### src/rtl/core/slpc_pkg.sv
// ----------------------------------------------------------------------------
// slpc_pkg
// Shared types, codes and the state table of the status LED pattern controller.
// ----------------------------------------------------------------------------
`default_nettype none

package slpc_pkg;

    localparam int unsigned NOW_W  = 32;
    localparam int unsigned CODE_W = 4;
    localparam int unsigned RGB_W  = 3;
    localparam int unsigned CFG_W  = 16;
    localparam int unsigned PRIO_W = 3;

    typedef enum logic {
        KIND_EVENT = 1'b0,
        KIND_POLL  = 1'b1
    } kind_t;

    typedef enum logic [1:0] {
        PAT_OFF   = 2'd0,
        PAT_SOLID = 2'd1,
        PAT_SLOW  = 2'd2,
        PAT_FAST  = 2'd3
    } pattern_t;

    typedef enum logic [0:0] {
        CFG_OVERLAY_DURATION = 1'b0,
        CFG_BOOT_FLASH       = 1'b1
    } cfg_index_t;

    localparam logic [CODE_W-1:0] ST_UNKNOWN      = 4'd0;
    localparam logic [CODE_W-1:0] ST_BOOT         = 4'd1;
    localparam logic [CODE_W-1:0] ST_WAITGPS      = 4'd2;
    localparam logic [CODE_W-1:0] ST_ACQUIRING    = 4'd3;
    localparam logic [CODE_W-1:0] ST_LOCKED       = 4'd4;
    localparam logic [CODE_W-1:0] ST_HEARTBEAT    = 4'd5;
    localparam logic [CODE_W-1:0] ST_HOLDOVER     = 4'd6;
    localparam logic [CODE_W-1:0] ST_NOOSCILLATOR = 4'd7;
    localparam logic [CODE_W-1:0] ST_FATAL        = 4'd8;
    localparam logic [CODE_W-1:0] ST_USBDEBUG     = 4'd9;
    localparam logic [CODE_W-1:0] ST_HOSTACTIVITY = 4'd10;

    // red = bit 2, green = bit 1, blue = bit 0
    localparam logic [RGB_W-1:0] RGB_OFF     = 3'b000;
    localparam logic [RGB_W-1:0] RGB_BLUE    = 3'b001;
    localparam logic [RGB_W-1:0] RGB_GREEN   = 3'b010;
    localparam logic [RGB_W-1:0] RGB_CYAN    = 3'b011;
    localparam logic [RGB_W-1:0] RGB_RED     = 3'b100;
    localparam logic [RGB_W-1:0] RGB_MAGENTA = 3'b101;
    localparam logic [RGB_W-1:0] RGB_YELLOW  = 3'b110;
    localparam logic [RGB_W-1:0] RGB_WHITE   = 3'b111;

    typedef struct packed {
        kind_t             kind;
        logic [CODE_W-1:0] state_code;
        logic [NOW_W-1:0]  now_ms;
        logic              slow_on;
        logic              fast_on;
    } item_t;

    typedef struct packed {
        logic [RGB_W-1:0] rgb;
        pattern_t         pattern;
    } look_t;

    function automatic logic [PRIO_W-1:0] priority_of(input logic [CODE_W-1:0] s);
        logic [PRIO_W-1:0] p;
        case (s)
            ST_FATAL:                  p = 3'd6;
            ST_NOOSCILLATOR:           p = 3'd5;
            ST_WAITGPS:                p = 3'd4;
            ST_HOLDOVER:               p = 3'd3;
            ST_ACQUIRING, ST_USBDEBUG: p = 3'd2;
            ST_LOCKED:                 p = 3'd1;
            default:                   p = 3'd0;
        endcase
        return p;
    endfunction

    function automatic look_t base_look(input logic [CODE_W-1:0] s);
        look_t l;
        case (s)
            ST_BOOT:         l = '{rgb: RGB_WHITE,   pattern: PAT_SOLID};
            ST_WAITGPS:      l = '{rgb: RGB_BLUE,    pattern: PAT_SLOW};
            ST_ACQUIRING:    l = '{rgb: RGB_BLUE,    pattern: PAT_SOLID};
            ST_LOCKED:       l = '{rgb: RGB_GREEN,   pattern: PAT_SOLID};
            ST_HOLDOVER:     l = '{rgb: RGB_YELLOW,  pattern: PAT_SLOW};
            ST_NOOSCILLATOR: l = '{rgb: RGB_RED,     pattern: PAT_FAST};
            ST_FATAL:        l = '{rgb: RGB_RED,     pattern: PAT_SOLID};
            ST_USBDEBUG:     l = '{rgb: RGB_MAGENTA, pattern: PAT_SOLID};
            default:         l = '{rgb: RGB_OFF,     pattern: PAT_OFF};
        endcase
        return l;
    endfunction

endpackage

`default_nettype wire

### src/rtl/core/slpc_phase.sv
// ----------------------------------------------------------------------------
// slpc_phase
// Blink phase bits of a timestamp: floor(now/125) and floor(now/500) parity.
// ----------------------------------------------------------------------------
`default_nettype none

module slpc_phase (
    input  wire logic [slpc_pkg::NOW_W-1:0] now_ms,
    output logic                            slow_on,
    output logic                            fast_on
);
    import slpc_pkg::*;

    // floor(n/125) = (n * ceil(2^35/125)) >> 35, exact for 32-bit n
    localparam int unsigned     RECIP_W = 29;
    localparam int unsigned     SHIFT   = 35;
    localparam int unsigned     PROD_W  = NOW_W + RECIP_W;
    localparam logic [RECIP_W-1:0] RECIP = 29'd274877907;

    logic [PROD_W-1:0] prod;

    assign prod    = PROD_W'(now_ms) * PROD_W'(RECIP);
    assign fast_on = ~prod[SHIFT];
    assign slow_on = ~prod[SHIFT+2];

endmodule

`default_nettype wire

### src/rtl/core/slpc_core.sv
// ----------------------------------------------------------------------------
// slpc_core
// Base state, overlay and boot flash registers with event and poll update.
// ----------------------------------------------------------------------------
`default_nettype none

module slpc_core (
    input  wire logic                            aclk,
    input  wire logic                            aresetn,
    input  wire logic                            cfg_we,
    input  wire logic                            cfg_index,
    input  wire logic [slpc_pkg::CFG_W-1:0]      cfg_data,
    input  wire logic                            fire,
    input  wire slpc_pkg::item_t                 item,
    output logic [slpc_pkg::RGB_W-1:0]           rgb
);
    import slpc_pkg::*;

    logic [CFG_W-1:0]  ovl_dur_reg;
    logic [CFG_W-1:0]  boot_ms_reg;
    logic [CODE_W-1:0] base_state_reg, base_state_next;
    logic [RGB_W-1:0]  base_rgb_reg, base_rgb_next;
    pattern_t          pattern_reg, pattern_next;
    logic [RGB_W-1:0]  ovl_rgb_reg, ovl_rgb_next;
    logic [NOW_W-1:0]  ovl_dl_reg, ovl_dl_next;
    logic [NOW_W-1:0]  boot_dl_reg, boot_dl_next;

    look_t            look;
    logic [NOW_W-1:0] boot_diff;
    logic [NOW_W-1:0] ovl_diff;
    logic             boot_expire;
    logic             ovl_show;
    logic             blink_on;

    assign look      = base_look(item.state_code);
    assign boot_diff = item.now_ms - boot_dl_reg;

    always_comb begin
        base_state_next = base_state_reg;
        base_rgb_next   = base_rgb_reg;
        pattern_next    = pattern_reg;
        ovl_rgb_next    = ovl_rgb_reg;
        ovl_dl_next     = ovl_dl_reg;
        boot_dl_next    = boot_dl_reg;
        boot_expire     = 1'b0;
        ovl_show        = 1'b0;
        blink_on        = 1'b0;
        ovl_diff        = '0;
        rgb             = RGB_OFF;
        if (item.kind == KIND_EVENT) begin
            if (item.state_code == ST_HEARTBEAT || item.state_code == ST_HOSTACTIVITY) begin
                if (priority_of(base_state_reg) <= 3'd1) begin
                    ovl_rgb_next = (item.state_code == ST_HEARTBEAT) ? RGB_GREEN : RGB_CYAN;
                    ovl_dl_next  = item.now_ms + NOW_W'(ovl_dur_reg);
                end
            end else begin
                base_state_next = (look.pattern == PAT_OFF) ? ST_UNKNOWN : item.state_code;
                base_rgb_next   = look.rgb;
                pattern_next    = look.pattern;
                ovl_dl_next     = '0;
                if (item.state_code == ST_BOOT) begin
                    boot_dl_next = item.now_ms + NOW_W'(boot_ms_reg);
                end
            end
        end else begin
            boot_expire = (boot_dl_reg != '0) && !boot_diff[NOW_W-1];
            if (boot_expire) begin
                boot_dl_next = '0;
                if (base_state_reg == ST_BOOT) begin
                    base_state_next = ST_UNKNOWN;
                    base_rgb_next   = RGB_OFF;
                    pattern_next    = PAT_OFF;
                    ovl_dl_next     = '0;
                end
            end
            ovl_diff = item.now_ms - ovl_dl_next;
            ovl_show = (ovl_dl_next != '0) && ovl_diff[NOW_W-1];
            case (pattern_next)
                PAT_SOLID: blink_on = 1'b1;
                PAT_SLOW:  blink_on = item.slow_on;
                PAT_FAST:  blink_on = item.fast_on;
                default:   blink_on = 1'b0;
            endcase
            if (ovl_show) begin
                rgb = ovl_rgb_reg;
            end else begin
                ovl_dl_next = '0;
                rgb         = blink_on ? base_rgb_next : RGB_OFF;
            end
        end
    end

    always_ff @(posedge aclk) begin
        if (!aresetn) begin
            ovl_dur_reg    <= 16'd80;
            boot_ms_reg    <= 16'd150;
            base_state_reg <= ST_UNKNOWN;
            base_rgb_reg   <= RGB_OFF;
            pattern_reg    <= PAT_OFF;
            ovl_rgb_reg    <= RGB_OFF;
            ovl_dl_reg     <= '0;
            boot_dl_reg    <= '0;
        end else begin
            if (cfg_we) begin
                case (cfg_index_t'(cfg_index))
                    CFG_OVERLAY_DURATION: ovl_dur_reg <= cfg_data;
                    CFG_BOOT_FLASH:       boot_ms_reg <= cfg_data;
                    default:              ovl_dur_reg <= ovl_dur_reg;
                endcase
            end
            if (fire) begin
                base_state_reg <= base_state_next;
                base_rgb_reg   <= base_rgb_next;
                pattern_reg    <= pattern_next;
                ovl_rgb_reg    <= ovl_rgb_next;
                ovl_dl_reg     <= ovl_dl_next;
                boot_dl_reg    <= boot_dl_next;
            end
        end
    end

endmodule

`default_nettype wire

### src/rtl/core/status_led_pattern_controller.sv
// ----------------------------------------------------------------------------
// status_led_pattern_controller
// Status LED color and blink from state events and timestamped polls.
// Path: a poll waits in the input register; its result enters the output
// register once it is empty or read. Throughput: one item per cycle unless
// a poll waits on a stalled output; the blink phase multiplier sits before
// the input register, the state update between input and result register.
// Reset: aresetn (synchronous) restores the config registers to their defaults,
// clears base state, overlay and boot flash, and empties both stages.
// ----------------------------------------------------------------------------
`default_nettype none

module status_led_pattern_controller (
    input  wire logic                        aclk,
    input  wire logic                        aresetn,
    input  wire logic                        cfg_we,
    input  wire logic                        cfg_index,
    input  wire logic [slpc_pkg::CFG_W-1:0]  cfg_data,
    input  wire logic                        s_tvalid,
    output logic                             s_tready,
    input  wire logic [39:0]                 s_tdata,  // state_code[3:0], now_ms[35:4], zero
    input  wire logic                        s_tuser,  // kind[0]
    output logic                             m_tvalid,
    input  wire logic                        m_tready,
    output logic [7:0]                       m_tdata   // led_on, red_on, green_on, blue_on, zero
);
    import slpc_pkg::*;

    logic             slow_on;
    logic             fast_on;
    item_t            in_item_reg, in_item_next;
    logic             in_valid_reg, in_valid_next;
    logic [RGB_W-1:0] out_rgb_reg, out_rgb_next;
    logic             out_valid_reg, out_valid_next;
    logic [RGB_W-1:0] core_rgb;
    logic             advance;

    slpc_phase u_phase (
        .now_ms  (s_tdata[35:4]),
        .slow_on (slow_on),
        .fast_on (fast_on)
    );

    slpc_core u_core (
        .aclk      (aclk),
        .aresetn   (aresetn),
        .cfg_we    (cfg_we),
        .cfg_index (cfg_index),
        .cfg_data  (cfg_data),
        .fire      (advance),
        .item      (in_item_reg),
        .rgb       (core_rgb)
    );

    assign advance  = in_valid_reg &&
                      (in_item_reg.kind == KIND_EVENT || !out_valid_reg || m_tready);
    assign s_tready = !in_valid_reg || advance;

    always_comb begin
        in_valid_next = in_valid_reg;
        in_item_next  = in_item_reg;
        if (s_tready) begin
            in_valid_next = s_tvalid;
            in_item_next  = '{kind:       kind_t'(s_tuser),
                              state_code: s_tdata[3:0],
                              now_ms:     s_tdata[35:4],
                              slow_on:    slow_on,
                              fast_on:    fast_on};
        end
        out_valid_next = out_valid_reg;
        out_rgb_next   = out_rgb_reg;
        if (advance && in_item_reg.kind == KIND_POLL) begin
            out_valid_next = 1'b1;
            out_rgb_next   = core_rgb;
        end else if (m_tready) begin
            out_valid_next = 1'b0;
        end
    end

    always_ff @(posedge aclk) begin
        if (!aresetn) begin
            in_valid_reg  <= 1'b0;
            out_valid_reg <= 1'b0;
        end else begin
            in_valid_reg  <= in_valid_next;
            out_valid_reg <= out_valid_next;
        end
        in_item_reg <= in_item_next;
        out_rgb_reg <= out_rgb_next;
    end

    assign m_tvalid = out_valid_reg;
    assign m_tdata  = {4'b0000, out_rgb_reg[0], out_rgb_reg[1], out_rgb_reg[2],
                       |out_rgb_reg};

endmodule

`default_nettype wire
### config.mk
export PLATFORM = sky130hd
export DESIGN_NAME = status_led_pattern_controller
export DESIGN_NICKNAME = d
export VERILOG_FILES = /design/src/rtl/core/slpc_pkg.sv /design/src/rtl/core/slpc_phase.sv /design/src/rtl/core/slpc_core.sv /design/src/rtl/core/status_led_pattern_controller.sv
export SDC_FILE = /design/constraint.sdc
export NUM_CORES = 1
export LEC_CHECK = 0
export BUFFER_PORTS_ARGS = -buffer_cell sky130_fd_sc_hd__buf_2
export CORE_MARGIN = 2
export CORE_UTILIZATION = 25
export CTS_CLUSTER_SIZE = 24
export DETAILED_ROUTE_END_ITERATION = 8
export GPL_TIMING_DRIVEN = 0
export PLACE_DENSITY = 0.45
export SYNTH_ARGS = -nofsm -noshare
export SYNTH_HDL_FRONTEND = slang
export SYNTH_SLANG_ARGS = --single-unit
### constraint.sdc
create_clock -name aclk -period 6.5 [get_ports aclk]
set_clock_uncertainty 0.05 [all_clocks]
set_input_delay 0.975 -clock aclk [delete_from_list [all_inputs] [get_ports aclk]]
set_output_delay 0.975 -clock aclk [all_outputs]
set_load 0.1 [all_outputs]
==> results.md <==
* Status: complete, no violations
* CTS Buffer Depth at 2
* Mapped Cells at 1866
* Main synth FF type: dfxtp_1
* Crit path max fanout at 9
* Hold_buf cts at 0
* Buffers & Inverters on Critical Path at 8
* Synth top area share at 25.2%
* Worst r2r path cells at 21
* DR vias at 13000
* Hold depth at 1
* Syn_area_per_cell at 9.97 um2
* Slowest stage delay, CP at approximately 540 ps
* Finish-stage setup viols at 0
* Tmin final at around 6400 ps
* Least-Margin Pin Slew at 1320 ps
* Final Hold Violating Endpoints at 0
* Final worst-path cycle share at 99.0%
* Placer Congestion at between 0.8 and 0.9
* # H-tree levels at 4
* Fill cells at around 7800
* Hold path startpoint: u_core.look[3]
* Top cells by count, synth: inv_1 (373), ha_1 (343), fa_1 (234)
* Lkg Pwr at 9.80 nW
* Max capacitance violation total at 0
* Initial antenna violation count at 1
* Post-synthesis sequential area ratio at between 10% and 20%
* TritonCTS Sinks at 156
* Die Y at 277 um
* FF-to-FF End: u_core.ovl_dl_reg[24]
* Vias in the first global route at 14300
* Number of synthesis warnings at 0
* Iter 0 DRT Violations at 592
* Post-detail-place hpwl at 41700 um
* Critical-path top delay cell: fa_1
* Largest net degree at the start of global routing at 35
* DRC violations left at 0
* Fin util at 29.0%
* Unique masters post-synth at 69
* Initial Util at between 20% and 30%
* TNS Setup at 0 ps
* Layout cell share with drive strength beyond 1 at 9.24%
* CTS Buf Count at 17
* Largest area contributor in the netlist: fa_1
* Syn Std Cell Area at 18600 um2
* Gr ovfl total at 0
* Multi-input gate area at ~14000 um2
* R2R setup slack at between 600 and 700 ps
* Clock root buffer master: clkbuf_16
* Unrepaired setup endpoints after global routing: true
* Critical path's top delay family: adder cells
* Drt total wl at 50900 um
* Die Wd at 277 um
* Crit path launch type: input pin
* Gr usage total at 13.8%
* Worst skew pair latency at 460 ps
* Wire per inst at 17.3 um
* Area contributors post-synth: fa_1 (25%), ha_1 (23%), dfxtp_1 (12%)
* Post-Place Cells at 2902
* Die ar. at 76600 um2
* R2r startpoint: in_item_reg[3]
* Vias/cell at 4.44
* Area grow syn2layout at 15.5%
* Asr flop ratio synth at 0%
* Hold Path End: u_core.base_rgb_reg[1]
* Post-synth EDFFs at 42
* Fmax at about 160 MHz
* Final cell count without fillers at 2938
* Rows at 100
* Critical Path Most Common Cell: fa_1
* Core outline area at between 70000 and 80000 um2
* Ports at 73
* Most common cell in the netlist: inv_1
* CP Capture Type: flip-flop
* First-pass GRT wire length at 81700 um
* Tightest Hold Check Type: reg2reg
* 1st-pass router iterations at 5
* Levels on crit path at 25
* Worst EP arrival at 6580 ps
* Max Slew Vio Count at 0
* PD cells at 528 nW/um2
* Number of diodes at 0
* Reg clk slew, reported paths at roughly 60 ps
* Worst setup path class: in2reg
* CP Data Required Time at 6640 ps
* Max FFs per register at 39
* Worst VDD drop at between 0.6 and 0.7 mV
* Post-DRT Antenna Nets at 0
* CTS tree: yes
* Yosys reg bits at 156
* Nets at 2596
* Register area at between 3000 and 4000 um2
* Count of input and output buffers at 63
* Slew Limit Headroom at 11.5%
* Worst hold slack at 402 ps
==> where the power goes <==
part / total [mW] / switching, mW / internal [mW]
Sequential: 1.16 / 0.0551 / 1.11
Combinational: 9.16 / 4.80 / 4.36
Clock: 1.03 / 0.471 / 0.554
==> logic make-up after synthesis <==
group	after synthesis	share of synthesized area (%)
xor gates and xnor gates	82	3.86
muxes	7	0.383
adders and majority gates	577	48.3
buffers and inverters	415	8.58
DFF	156	19.1
AOI/OAI and AO/OA	273	10.6
and+or+nand+nor	355	9.22
other	1	0.0202
==> repair_timing <==
item,in CTS,in global routing
setup endpoints to repair,2,5
pin swaps,17,21
gates cloned,0,0
resized for setup,98,22
buffers inserted,2,2
==> worst register-to-register path, stage by stage (launching register included) <==
cell	delay (ps)
edfxtp_1	620
ha_1	390
nand2_1	40
o21ai_0	170
a21oi_1	110
o21ai_0	550
a21oi_1	240
xnor2_1	210
nand2_1	170
clkbuf_1	510
nand2_1	130
ha_1	340
a211oi_1	220
o21bai_1	110
a211oi_1	260
o21ai_0	160
a211oi_1	270
inv_1	130
o221a_1	180
o41ai_4	560
buf_6	230
a22o_1	150
==> area by class of cell <==
cell class / instances / area share (%)
timing repair buffer: 68 / 2.85
clock inverter: 14 / 0.687
tap: 969 / 5.64
sequential: 156 / 16.5
buffer: 42 / 0.920
multi-input combinational: 1298 / 64.9
clock buffer: 18 / 2.04
inverter: 373 / 6.52
==> routing by layer <==
| metal | wire [um] | track usage, % | part of all wire [%] | vias up |
|---|---|---|---|---|
| met5 | 0 | 0 | 0 | - |
| met4 | 752 | 3.14 | 1.5 | 0 |
| met3 | 1170 | 1.27 | 2.3 | 37 |
| met2 | 23900 | 23.1 | 47 | 163 |
| met1 | 25000 | 19.2 | 49 | 6436 |
| li1 | - | - | - | 6410 |
==> cells in the final DEF (no fill, tap or decap), types with 6 or more instances in the layout <==
cell type and instances:
inv_1 368, ha_1 316, fa_1 219, nand2_1 156
dfxtp_1 114, xnor2_1 55, a21oi_1 47, o21ai_0 46
edfxtp_1 42, nor2_1 38, buf_2 37, a22o_1 35
clkbuf_1 31, a21boi_0 30, nand3_1 26, xor2_1 25
a21o_1 24, ha_4 24, nand4_1 23, nor4_1 19
nor3_1 19, clkbuf_16 17, fa_2 15, nor2b_1 13
a211oi_1 13, nand2b_1 12, buf_6 12, o211ai_1 11
buf_4 11, a32o_1 10, and2_1 9, or3_1 9
and3_1 7, buf_8 7, buf_12 7, mux2i_1 6
a211o_1 6, o21a_1 6
==> metrics by stage <==
| step | instance area [um2] | setup slack (ps) | power [mW] |
|---|---|---|---|
| 6_report | 21500 | 64.5 | 11.4 |
| 5_1_grt | 21500 | -101 | 12.9 |
| 4_1_cts | 21400 | 4.28 | 11.3 |
| 3_5_place_dp | 20300 | -1000 | 8.98 |
| 3_3_place_gp | 20300 | -968 | 8.91 |
| 2_1_floorplan | 18700 | -25.4 | 7.06 |
==> how the worst max path moves through the flow <==
stage	to	start
global placement	in_item_reg[1]	s_tdata[12]
finish	in_item_reg[1]	s_tdata[26]
detailed placement	in_item_reg[1]	s_tdata[23]
global route	in_item_reg[1]	s_tdata[27]
CTS	in_item_reg[1]	s_tdata[13]
floorplan	in_item_reg[1]	s_tdata[26]
No activity file was read; power rests on OpenSTA's default activity.
